$ cat config.mk
export PLATFORM = sky130hd
export DESIGN_NAME = websocket_masked_frame_encoder
export DESIGN_NICKNAME = d
export VERILOG_FILES = /design/src/wsmfe_pkg.sv /design/src/websocket_masked_frame_encoder.sv
export SDC_FILE = /design/constraint.sdc
export NUM_CORES = 1
export LEC_CHECK = 0
export BUFFER_PORTS_ARGS = -buffer_cell sky130_fd_sc_hd__buf_4
export CORE_MARGIN = 4
export CORE_UTILIZATION = 40
export DETAILED_ROUTE_END_ITERATION = 7
export PLACE_DENSITY = 0.63
export SLEW_MARGIN = 30
export SYNTH_ARGS = -nofsm -noshare
export SYNTH_HDL_FRONTEND = slang
export SYNTH_SLANG_ARGS = --single-unit
$ cat constraint.sdc
create_clock -name clk -period 9.1 [get_ports clk]
set_clock_uncertainty 0.1 [all_clocks]
set_input_delay 0.455 -clock clk [delete_from_list [all_inputs] [get_ports clk]]
set_output_delay 0.455 -clock clk [all_outputs]
set_load 0.05 [all_outputs]
$ cat src/wsmfe_pkg.sv
package wsmfe_pkg;

  localparam logic [7:0] HDR_TEXT_FINAL = 8'h81;
  localparam logic [7:0] LEN_MASKED_BIT = 8'h80;
  localparam logic [7:0] LEN_EXT16      = 8'd126;
  localparam int unsigned MASK_SIZE     = 4;

  // Output sequence slots; the short length form skips the two extended length slots.
  typedef enum logic [3:0] {
    SLOT_HDR    = 4'd0,
    SLOT_LEN    = 4'd1,
    SLOT_LEN_HI = 4'd2,
    SLOT_LEN_LO = 4'd3,
    SLOT_KEY0   = 4'd4,
    SLOT_KEY1   = 4'd5,
    SLOT_KEY2   = 4'd6,
    SLOT_KEY3   = 4'd7,
    SLOT_PAY    = 4'd8
  } slot_t;

  typedef struct packed {
    logic [7:0]  len_byte;
    logic [15:0] len;
    logic [31:0] key;
    logic [7:0]  pay;
    logic        eof;
    logic        len_short;
  } job_t;

  function automatic logic [7:0] key_byte(input logic [31:0] key, input logic [1:0] idx);
    logic [7:0] b;
    unique case (idx)
      2'd0: b = key[7:0];
      2'd1: b = key[15:8];
      2'd2: b = key[23:16];
      default: b = key[31:24];
    endcase
    return b;
  endfunction

endpackage

$ cat src/websocket_masked_frame_encoder.sv
// Masked WebSocket client text frame encoder. Each accepted payload byte
// gives one masked output byte; the byte that opens a frame (start_of_frame
// with a nonzero length) is preceded by 0x81, the length byte(s) and the four
// key bytes, so it gives 7 output bytes (length under 126) or 9 output
// bytes (16-bit length form). Other payload bytes give one byte each, so a
// frame of N bytes gives N+6 or N+8 output bytes, all through the single
// byte-wide output register: a job register holds the current transaction's
// bytes while the next input is taken as the job's last byte leaves. Bytes
// outside an open frame and zero-length starts give no output at all.
module websocket_masked_frame_encoder (
  input  logic        clk,
  input  logic        rst_n,
  input  logic        in_valid,
  output logic        in_stall,
  input  logic [7:0]  in_payload_byte,
  input  logic        in_start_of_frame,
  input  logic [15:0] in_frame_length,
  input  logic [31:0] in_mask_key,
  output logic        out_valid,
  input  logic        out_stall,
  output logic [7:0]  out_out_byte,
  output logic        out_end_of_frame,
  output logic        out_last
);
  import wsmfe_pkg::*;

  // frame state
  logic [31:0] key_r, key_nxt;
  logic [1:0]  idx_r, idx_nxt;
  logic [15:0] left_r, left_nxt;
  logic        open_r, open_nxt;

  // job register
  logic        job_valid_r, job_valid_nxt;
  slot_t       job_pos_r, job_pos_nxt;
  job_t        job_r, job_nxt;

  // output register
  logic        out_valid_r, out_valid_nxt;
  logic [7:0]  out_byte_r, out_byte_nxt;
  logic        out_eof_r, out_eof_nxt;
  logic        out_last_r, out_last_nxt;

  logic        accept, accept_job, emit, emit_final;
  logic [7:0]  slot_byte;

  assign emit       = job_valid_r && (!out_valid_r || !out_stall);
  assign emit_final = emit && (job_pos_r == SLOT_PAY);
  assign in_stall   = job_valid_r && !emit_final;
  assign accept     = in_valid && !in_stall;

  always_comb begin
    unique case (job_pos_r)
      SLOT_HDR:    slot_byte = HDR_TEXT_FINAL;
      SLOT_LEN:    slot_byte = job_r.len_byte;
      SLOT_LEN_HI: slot_byte = job_r.len[15:8];
      SLOT_LEN_LO: slot_byte = job_r.len[7:0];
      SLOT_KEY0, SLOT_KEY1, SLOT_KEY2, SLOT_KEY3:
        slot_byte = key_byte(job_r.key, job_pos_r[1:0]);
      default:     slot_byte = job_r.pay;
    endcase
  end

  always_comb begin
    logic [31:0] key_e;
    logic [1:0]  idx_e;
    logic [15:0] left_e;
    logic        open_e;
    logic [15:0] left_dec;

    key_e  = key_r;
    idx_e  = idx_r;
    left_e = left_r;
    open_e = open_r;
    if (in_start_of_frame) begin
      idx_e  = 2'd0;
      left_e = in_frame_length;
      open_e = (in_frame_length != 16'd0);
      if (in_frame_length != 16'd0) begin
        key_e = in_mask_key;
      end
    end
    left_dec = left_e - 16'd1;

    key_nxt  = key_r;
    idx_nxt  = idx_r;
    left_nxt = left_r;
    open_nxt = open_r;
    accept_job = 1'b0;
    if (accept) begin
      key_nxt  = key_e;
      idx_nxt  = idx_e;
      left_nxt = left_e;
      open_nxt = open_e;
      if (open_e) begin
        accept_job = 1'b1;
        idx_nxt  = idx_e + 2'd1;
        left_nxt = left_dec;
        open_nxt = (left_dec != 16'd0);
      end
    end

    job_nxt.len_short = in_frame_length < {8'h00, LEN_EXT16};
    job_nxt.len_byte  = job_nxt.len_short ? (LEN_MASKED_BIT | in_frame_length[7:0])
                                          : (LEN_MASKED_BIT | LEN_EXT16);
    job_nxt.len       = in_frame_length;
    job_nxt.key       = key_e;
    job_nxt.pay       = in_payload_byte ^ key_byte(key_e, idx_e);
    job_nxt.eof       = (left_dec == 16'd0);
  end

  always_comb begin
    job_valid_nxt = job_valid_r;
    job_pos_nxt   = job_pos_r;
    if (emit) begin
      if (job_pos_r == SLOT_PAY) begin
        job_valid_nxt = 1'b0;
      end else if (job_pos_r == SLOT_LEN && job_r.len_short) begin
        job_pos_nxt = SLOT_KEY0;
      end else begin
        job_pos_nxt = slot_t'(job_pos_r + 4'd1);
      end
    end
    if (accept_job) begin
      job_valid_nxt = 1'b1;
      job_pos_nxt   = in_start_of_frame ? SLOT_HDR : SLOT_PAY;
    end

    out_valid_nxt = out_valid_r && out_stall;
    out_byte_nxt  = out_byte_r;
    out_eof_nxt   = out_eof_r;
    out_last_nxt  = out_last_r;
    if (emit) begin
      out_valid_nxt = 1'b1;
      out_byte_nxt  = slot_byte;
      out_eof_nxt   = (job_pos_r == SLOT_PAY) && job_r.eof;
      out_last_nxt  = (job_pos_r == SLOT_PAY);
    end
  end

  always_ff @(posedge clk) begin
    if (!rst_n) begin
      key_r       <= '0;
      idx_r       <= '0;
      left_r      <= '0;
      open_r      <= 1'b0;
      job_valid_r <= 1'b0;
      job_pos_r   <= SLOT_HDR;
      out_valid_r <= 1'b0;
    end else begin
      key_r       <= key_nxt;
      idx_r       <= idx_nxt;
      left_r      <= left_nxt;
      open_r      <= open_nxt;
      job_valid_r <= job_valid_nxt;
      job_pos_r   <= job_pos_nxt;
      out_valid_r <= out_valid_nxt;
    end
  end

  always_ff @(posedge clk) begin
    if (accept_job) begin
      job_r <= job_nxt;
    end
    out_byte_r <= out_byte_nxt;
    out_eof_r  <= out_eof_nxt;
    out_last_r <= out_last_nxt;
  end

  assign out_valid        = out_valid_r;
  assign out_out_byte     = out_byte_r;
  assign out_end_of_frame = out_eof_r;
  assign out_last         = out_last_r;

endmodule

# ---- Word-level counts from Yosys, hierarchy flattened
# Index checks and enable logic that the tools add are counted.
dict set report totals {
  input_bits 61
  elab_cells 80
  register_bits 133
  output_inout_bits 12
}
dict set report classes {
  n_reduce_logical 23
  order_cmp 1
  eq_ne 13
  mux 22
  addsub 3
  bitwise 1
}
# cell n
set ops {}
lappend ops {{two-way mux 32 bit} 2}
lappend ops {{case mux 8 bit (3 select lines)} 2}
lappend ops {{case mux 8 bit (5 select lines)} 1}
lappend ops {{two-way mux 16 bit} 2}
lappend ops {{nonzero test 16 bit} 2}
lappend ops {{two-way mux 4 bit} 5}
lappend ops {{== test 4 x 3 -> 1 bit, second input constant} 4}
lappend ops {{logical NOT 16 bit} 1}
lappend ops {{< comparator 16 x 7 -> 1 bit, second input constant} 1}
lappend ops {{subtractor 16 x 1 -> 16 bit, second input constant} 1}
lappend ops {{== test 4 x 2 -> 1 bit, second input constant} 2}
lappend ops {{two-way mux 1 bit} 8}
lappend ops {{bitwise XOR 8 bit} 1}
lappend ops {{logical AND 1 bit} 7}
lappend ops {{adder 4 x 1 -> 4 bit, second input constant} 1}
lappend ops {{== test 2 x 1 -> 1 bit, second input constant} 2}
lappend ops {{== test 2 bit, second input constant} 2}
lappend ops {{== test 4 x 1 -> 1 bit, second input constant} 1}
lappend ops {{== test 4 bit, second input constant} 1}
lappend ops {{logical NOT 1 bit} 4}
lappend ops {{logical NOT 2 bit} 2}
lappend ops {{logical NOT 4 bit} 1}
lappend ops {{two-way mux 2 bit} 2}
lappend ops {{AND reduction 2 bit} 2}
lappend ops {{other kinds (5)} 6}

# ---- Logic depth before layout (Yosys ltp)
# Gate-level depths: netlist (run 1).
dict set report depth {
  ltp_word 11
  mapped_depth 14
  depth_no_buf 8
}

# ---- Least setup slack after synthesis (run 1)
# No wires, ideal clock.
dict set report synth_path {
  kind {input-to-reg}
  from {input port in_start_of_frame}
  to {register job_pos_r[3]}
  arrival_ns 4.729
  setup_time_ns 0.128
  required_ns 8.872
  path_stages 8
  slack_ns 4.143
  path_buffers 3
  path_cell_list {buf_2 -> buf_2 -> buf_2 -> nand4b_1 -> o21ai_1 -> nor2_1 -> o32a_1 -> nor2_1}
}
dict set report synth_between {
  elab_chain_cells 5
  elab_cells_between_ends 8
  classes_between {eq/ne: 1; mux: 5; reduce/logical: 2}
}
# item line_no
set synth_lines {}
lappend synth_lines {{from (decl)} websocket_masked_frame_encoder.sv:16} ;# input logic in_start_of_frame,
lappend synth_lines {{two-way mux 1 bit *} websocket_masked_frame_encoder.sv:75} ;# if (in_start_of_frame) begin
lappend synth_lines {{two-way mux 1 bit *} websocket_masked_frame_encoder.sv:95} ;# if (open_e) begin
lappend synth_lines {{two-way mux 1 bit *} websocket_masked_frame_encoder.sv:90} ;# if (accept) begin
lappend synth_lines {{via accept_job} websocket_masked_frame_encoder.sv:44} ;# logic accept, accept_job, emit, emit_final;
lappend synth_lines {{inequality test 2 bit (no line) / nonzero test 2 bit (equally long branches)} -}
lappend synth_lines {{AND reduction 2 bit (no line)} -}
lappend synth_lines {{to (signal assigned)} websocket_masked_frame_encoder.sv:156} ;# job_pos_r <= job_pos_nxt;
lappend synth_lines {{to (decl)} websocket_masked_frame_encoder.sv:35} ;# slot_t job_pos_r, job_pos_nxt;
# The timed path passes the listed nets; every way through them passes the cells marked *.
# A chain may end at the register's enable or synchronous reset.

# ---- Worst setup path after layout (run 1)
dict set report layout_path {
  from {register job_pos_r[0]}
  to {register open_r}
}
dict set report layout_between {
  elab_chain_cells 6
}
# item line_no
set layout_lines {}
lappend layout_lines {{== test 4 bit} websocket_masked_frame_encoder.sv:48} ;# assign emit_final = emit && (job_pos_r == SLOT_PAY);
lappend layout_lines {{logical AND 1 bit} websocket_masked_frame_encoder.sv:48}
lappend layout_lines {{logical NOT 1 bit} websocket_masked_frame_encoder.sv:49} ;# assign in_stall = job_valid_r && !emit_final;
lappend layout_lines {{logical AND 1 bit} websocket_masked_frame_encoder.sv:49}
lappend layout_lines {{logical NOT 1 bit} websocket_masked_frame_encoder.sv:50} ;# assign accept = in_valid && !in_stall;
lappend layout_lines {{logical AND 1 bit} websocket_masked_frame_encoder.sv:50}
lappend layout_lines {{to (signal assigned)} websocket_masked_frame_encoder.sv:154} ;# open_r <= open_nxt;
lappend layout_lines {{to (decl)} websocket_masked_frame_encoder.sv:31} ;# logic open_r, open_nxt;
# Every way passes these cells.

==> results of run 1 <==
## per-layer routing
layer  up-vias  share of wire, %  global-route usage, %
met5         -                 0                      0
met1      2630                44                   26.2
li1       2513                 -                      -
met4         0               1.8                   6.32
met3        25               5.6                   3.91
met2       205                48                   32.0
## power by group
| group | switching, mW | internal, mW |
|---|---|---|
| sequential | 0.0192 | 0.676 |
| clock | 0.240 | 0.389 |
| combinational | 0.143 | 0.0934 |
| total | 0.402 | 1.16 |
## area by class of cell
class	count	share of cell area (%)
Clock buffer	27	6.10
Clock inverter	5	0.680
Inverter	13	0.617
Multi-Input combinational cell	450	38.9
Sequential cell	132	42.9
Tap cell	216	3.42
Timing Repair Buffer	78	7.40
## sequential cells by signal, summed over array words and instances (netlist names)
register,flops
idx_r,2
job_pos_r,4
job_r,65
job_valid_r,1
key_r,32
left_r,16
open_r,1
out_end_of_frame,1
out_last,1
out_out_byte,8
out_valid,1
## cells in the mapped netlist (2+ instances only)
library cell | number | area share, %
o32a_1 | 2 | 0.30
xnor2_1 | 18 | 2.4
or2_2 | 8 | 0.75
nand4_1 | 4 | 0.37
inv_1 | 13 | 0.73
o21ai_1 | 6 | 0.45
nor4_1 | 7 | 0.66
or4_1 | 3 | 0.34
nor2_1 | 42 | 2.4
and2_1 | 8 | 0.75
o31ai_1 | 3 | 0.34
nand2_1 | 84 | 4.7
nor3b_1 | 3 | 0.34
o221a_2 | 2 | 0.34
o221ai_1 | 6 | 0.79
nor3_1 | 14 | 1.0
mux2_2 | 34 | 5.7
o211ai_1 | 3 | 0.34
nand2b_1 | 7 | 0.66
clkbuf_1 | 33 | 1.9
a21oi_1 | 51 | 3.8
edfxtp_1 | 75 | 34
o21a_1 | 6 | 0.67
mux2i_1 | 32 | 4.8
a31oi_1 | 4 | 0.37
a222oi_1 | 32 | 4.8
o21ai_0 | 11 | 0.82
nand4b_1 | 2 | 0.26
dfxtp_1 | 57 | 17
or3_1 | 4 | 0.37
nand3_1 | 11 | 0.82
or3b_2 | 2 | 0.26
a311oi_1 | 2 | 0.26
buf_2 | 6 | 0.45
a22oi_1 | 2 | 0.22
nor2b_1 | 2 | 0.19
xor2_1 | 6 | 0.79
buf_1 | 4 | 0.22
ha_1 | 10 | 1.9
## kinds of logic (layout without fill, tap and decap cells)
kind of cell    after synthesis  in the layout
compound gates              141            141
fa+ha+maj                    10             10
xor+xnor                     24             24
mux                          66             66
simple gates                209            209
buf+inv                      57            123
flops                       132            132
## through the flow
stage               cell area, µm²  hold slack (ps)
global placement              7370              347
CTS                           7910              122
detailed placement            7370              356
global route                  7910              121
floorplan                     6680              336
finish                        7910              138
## worst max path at each step
stage,to,slack [ps],cells after the start
final,open_r,5050,10
after CTS,open_r,5050,10
after floorplan,job_pos_r[3],4140,8
after detailed placement,open_r,5080,10
after global routing,open_r,4750,10
after global placement,open_r,5160,10
## worst max-delay path: stages (launching register included)
cell	delay, ps
dfxtp_1	360
inv_1	100
ha_1	550
nand3b_1	270
o21ai_0	530
nand2_1	110
buf_4	280
nor2_4	680
buf_4	590
a21oi_1	110
a311oi_2	240
==> summary.txt, run 1 <==
STA
  – Final setup margin: 5050 ps
  – Fin Setup TNS: 0 ps
  – Slew HR: 37.6%
  – Final Slew Violations: 0
  – Final setup vio count: 0
  – Crit share post-route: 44.5%
  – Final Hold Viols: 0
  – RSZ-0062 raised after global routing: no
  – Final min period: 4050 ps
  – Worst Tran Pin Value: 936 ps
  – F_max: 247 MHz

Critical path
  – R2R depth: 10
  – Worst R2R End: open_r
  – Worst setup EP type: flop
  – Crit path DAT: 4280 ps
  – Setup crit start: job_pos_r[0]
  – Reg2reg start: job_pos_r[0]
  – R2R Setup Slk: 5050 ps
  – CP required: 9330 ps
  – Setup CP Type: flop to flop
  – Startpoint Class: flop
  – CP max FO: 42

Synthesis
  – Share of flip-flops with an asynchronous set or reset: 0%
  – Synth Warn #: 0
  – Syn avg cell area: 10.5 µm²
  – Syn Inst Count: 639
  – Largest family of logic cells by synthesized area: compound AO/OA/AOI/OAI gates
  – Syn nets: 710
  – Post-synthesis mux area share: 10.5%
  – Post-Syn Area: 6680 µm²
  – Number of synthesized flops with an enable pin: 75
  – Most used flip-flop cell after synthesis: edfxtp_1
  – XOR/XNOR Fraction of Synth Area: 3.15%
  – Adder-cell area share of the yosys netlist: 1.87%
  – Simple logic cell fraction of the synthesized area: 15.1%
  – Sequential area share after synthesis: 50.8%
  – Synth Area in Compound Gates: 15.2%
  – Flops & latches, synth: 132
  – Post-synth cell types: 59

Finish
  – Fin nets: 763
  – Commonest non-fill, non-tap cell in the layout: nand2_1
  – Share of cells above drive strength 1: 22.1%
  – Final Core Density: 49.1%
  – Commonest cells after routing, fill and taps aside: 84 x nand2_1, 78 x buf_4, 75 x edfxtp_1
  – Register area: 3390 µm²
  – Area of the multi-input gates: 3080 µm²
  – Fill count: 1501
  – Syn-to-layout area delta: 18.5%
  – Diode count: 0
  – Finished Layout Cells: 921

Floorplan
  – Die width: 137 µm
  – Die area: 18800 µm²
  – Core Box Area: 16100 µm²
  – Chip height: 137 µm
  – Row Count: 46
  – Initial core utilization: 41.5%
  – I/O pins: 73

GRT
  – Vias in the first global route: 5313
  – Largest net degree at the start of global routing: 47
  – GRT Overall Usage: 19.6%
  – First-pass GRT wire length: 28300 µm
  – Total gr overflow: 0
  – Initial antenna violation count: 0

Hold path
  – Hold Crit Start: in_frame_length[15]
  – Tightest Hold Check Type: input port to flop
  – Min-Delay Endpoint: job_r[57]
  – Hold depth: 1

Clock network
  – CTS buffer count: 17
  – Clock latency on the worst-skew pair: 420 ps
  – CTS tree: yes
  – Setup bufs post-CTS: 0
  – Clk root buf: clkbuf_16
  – Clock buffer depth: 2
  – Post_cts resized: 0
  – Clk sinks: 132
  – Reg clk slew, reported paths: 60 ps
  – CTS Hold Bufs: 0
  – H-tree levels: 4

Placement
  – Number of port buffers: 72
  – Placed cells: 889
  – Placer congestion estimate: 0.861
  – Pre-CTS WS: 5080 ps
  – Post-DP HPWL: 12400 µm

Drt
  – DR vias/cell: 5.83
  – Vias post-DR: 5373
  – Post-route DRC: 0
  – Iteration count of the initial detailed-routing pass: 6
  – Drt first-iter violations: 585
  – Routed Antenna Nets: 0
  – Mean routed wirelength per cell: 19.5 µm
  – Post-Route WL: 17900 µm

Outcome
  – Status: completed

Power
  – Power Total: 1.56 mW
  – Max IR drop VDD: 0.145 mV
  – Leak Pwr: 2.88 nW
  – Power Density: 197 nW/µm²

Flow run
  – Max-cap violation count: 0
No activity file was read; power rests on OpenSTA's default activity.
==> run 2, diff against run 1 <==
Clock period 9.1 ns to 3.91 ns, I/O delays scaled along.
==> run 2 against run 1 <==
  * Non-clock buffer count grew 56
  * Power increased by 140%
  * Final cell count increased by 6.1%
  * Final area rose by 7.3%
  * Count of clock-buffer cells in the layout decreased by 6
  * Via count is 3.1% higher
  * Worst setup slack got worse by 4500 ps
  * Combinational power increased to 2.6 times the previous value
  * Routed wire length up 3.9%
  * Sequential power grew 130%
  * Largest cell class unchanged
==> summary.txt, run 2 (synthesis results as in run 1) <==
Clock network
  – CTS Hold Bufs: 47 (was 0)
  – Clk sinks: 132 (unchanged)
  – Reg clk slew, reported paths: 60 ps (about the same)
  – CTS tree: yes (unchanged)
  – Clk root buf: clkbuf_16 (unchanged)
  – Clock buffer depth: 2 (unchanged)
  – Setup bufs post-CTS: 0 (unchanged)
  – Clock latency on the worst-skew pair: 420 ps (about the same)
  – CTS buffer count: 17 (unchanged)
  – H-tree levels: 4 (unchanged)
  – Post_cts resized: 0 (unchanged)

Placement
  – Placer congestion estimate: 0.824 (was 0.861)
  – DP Area: 7460 µm² (was 7370 µm²)
  – Post-DP HPWL: 12800 µm (was 12400 µm)
  – Number of port buffers: 72 (unchanged)

Critical path
  – Critical path depth: 10 (unchanged)
  – R2R depth: 8 (was 10)
  – Worst setup EP type: flop (unchanged)
  – CP max FO: 13 (was 42)
  – Largest delay contributor family on the critical path: simple AND/OR/NAND/NOR gates (unchanged)
  – CP required: 4100 ps (was 9330 ps)
  – R2R Setup Slk: 720 ps (was 5050 ps)
  – Crit path DAT: 3550 ps (was 4280 ps)
  – CP max stage delay: 600 ps (was 680 ps)
  – Critical-path cell list: dlygate4sd3_1 -> buf_4 -> mux2i_1 -> ha_1 -> or4b_2 -> o2bb2a_1 -> nor3_1 -> a31oi_1 -> nor4_1 -> and2_1 (was inv_1 -> ha_1 -> nand3b_1 -> o21ai_0 -> nand2_1 -> buf_4 -> nor2_4 -> buf_4 -> a21oi_1 -> a311oi_2)
  – Setup crit start: in_frame_length[0] (was job_pos_r[0])
  – Reg2reg start: left_r[0] (was job_pos_r[0])
  – Startpoint Class: input port (was flop)
  – Buf+Inv Stages, Crit Path: 2 (was 3)
  – Setup CP Type: input port to flop (was flop to flop)
  – CP max stage cell: or4b_2 (was nor2_4)
  – CP Capture Point: job_r[1] (was open_r)
  – Worst R2R End: job_r[1] (was open_r)

Floorplan
  – Die width: 137 µm (unchanged)
  – I/O pins: 73 (unchanged)
  – Die area: 18800 µm² (unchanged)
  – Row Count: 46 (unchanged)
  – Initial core utilization: 41.5% (unchanged)
  – Chip height: 137 µm (unchanged)
  – Core Box Area: 16100 µm² (unchanged)

STA
  – Final Slew Violations: 0 (unchanged)
  – F_max: 298 MHz
  – Crit share post-route: 85.9%
  – Slew HR: 47.6% (was 37.6%)
  – RSZ-0062 raised after global routing: no (unchanged)
  – Final min period: 3360 ps
  – Final Hold Viols: 0 (unchanged)
  – Fin Setup TNS: 0 ps (unchanged)
  – Worst Tran Pin Value: 786 ps (was 936 ps)
  – Final setup vio count: 0 (unchanged)

Drt
  – Drt first-iter violations: 601 (was 585)
  – Mean routed wirelength per cell: 19.1 µm (was 19.5 µm)
  – Post-Route WL: 18600 µm (was 17900 µm)
  – Vias post-DR: 5542 (was 5373)
  – DR vias/cell: 5.67 (was 5.83)
  – Post-route DRC: 0 (unchanged)
  – Iteration count of the initial detailed-routing pass: 6 (unchanged)
  – Routed Antenna Nets: 0 (unchanged)

Power
  – Power Density: 439 nW/µm² (was 197 nW/µm²)
  – Leak Pwr: 3.12 nW (was 2.88 nW)
  – Power Total: 3.73 mW (was 1.56 mW)
  – Max IR drop VDD: 0.322 mV (was 0.145 mV)

Finish
  – Share of cells above drive strength 1: 21.7% (was 22.1%)
  – Max reg flops: 65 (unchanged)
  – Fin nets: 819 (was 763)
  – Diode count: 0 (unchanged)
  – Biggest register: job_r (unchanged)
  – Final Instance Area: 8490 µm² (was 7910 µm²)
  – Fill count: 1450 (was 1501)
  – Top flop regs: job_r: 65 flops, key_r: 32 flops, left_r: 16 flops (unchanged)
  – Commonest cells after routing, fill and taps aside: 84 x nand2_1, 84 x buf_4, 75 x edfxtp_1 (was 84 x nand2_1, 78 x buf_4, 75 x edfxtp_1)
  – Syn-to-layout area delta: 27.1% (was 18.5%)

GRT
  – Vias in the first global route: 5474 (was 5313)
  – Largest net degree at the start of global routing: 44 (was 47)
  – First-pass GRT wire length: 29000 µm (was 28300 µm)
  – Total gr overflow: 0 (unchanged)
  – Initial antenna violation count: 0 (unchanged)
  – GRT Overall Usage: 20.1% (was 19.6%)

Hold path
  – Tightest Hold Check Type: input port to flop (unchanged)

Outcome
  – Status: completed (unchanged)

Flow run
  – Max-cap violation count: 0 (unchanged)
[run 2: cell count changes in the layout (fill, tap and decap cells not counted), moves of 2 or more]
cell,before,now
dlygate4sd3_1,0,48
buf_4,78,84
clkbuf_1,8,4
clkinv_1,0,3
buf_12,0,2
clkbuf_8,2,0
clkinvlp_4,0,2
[run 2: worst min path at each step]
stage | cells past startpoint | end | slack, ps | startpoint
final | 2 | left_r[4] | 40 | rst_n
after global routing | 2 | left_r[4] | 40 | rst_n
after CTS | 2 | job_r[5] | 0.6 | in_payload_byte[3]
after detailed placement | 1 | job_r[54] | 300 | in_frame_length[12]
after floorplan | 0 | job_r[42] | 190 | in_frame_length[0]
after global placement | 1 | job_r[54] | 300 | in_frame_length[12]
[run 2: area by class of cell]
cell class | count | area [µm²] | share of cell area, %
Sequential cell | 132 | 3390 | 40.0
Multi-Input combinational cell | 450 | 3080 | 36.3
Timing Repair Buffer | 134 | 1150 | 13.6
Clock buffer | 21 | 440 | 5.19
Tap cell | 216 | 270 | 3.18
Clock inverter | 11 | 110 | 1.30
Inverter | 13 | 48.8 | 0.575
[run 2: power breakdown]
part	internal (mW)	total, mW	switching, mW
registers	1.57	1.62	0.0439
clock network	0.928	1.50	0.577
logic	0.259	0.604	0.345
[run 2: per-layer routing]
metal | up-vias | wire length, µm | global-route usage (%)
li1 | 2622 | - | -
met1 | 2680 | 8110 | 26.5
met2 | 209 | 8990 | 33.0
met3 | 31 | 1150 | 4.49
met4 | 0 | 363 | 6.32
met5 | - | 0 | 0
[run 2: stage by stage]
stage / worst slack [ps] / util [%] / hold slack (ps) / std cells
2_1_floorplan: 65.9 / - / 194 / 639
3_5_place_dp: 712 / 46.3 / 302 / 897
3_3_place_gp: 790 / 46.3 / 303 / 897
6_report: 551 / 52.7 / 43.7 / 977
5_1_grt: 376 / 52.7 / 38.6 / 977
4_1_cts: 613 / 52.6 / 0.644 / 976
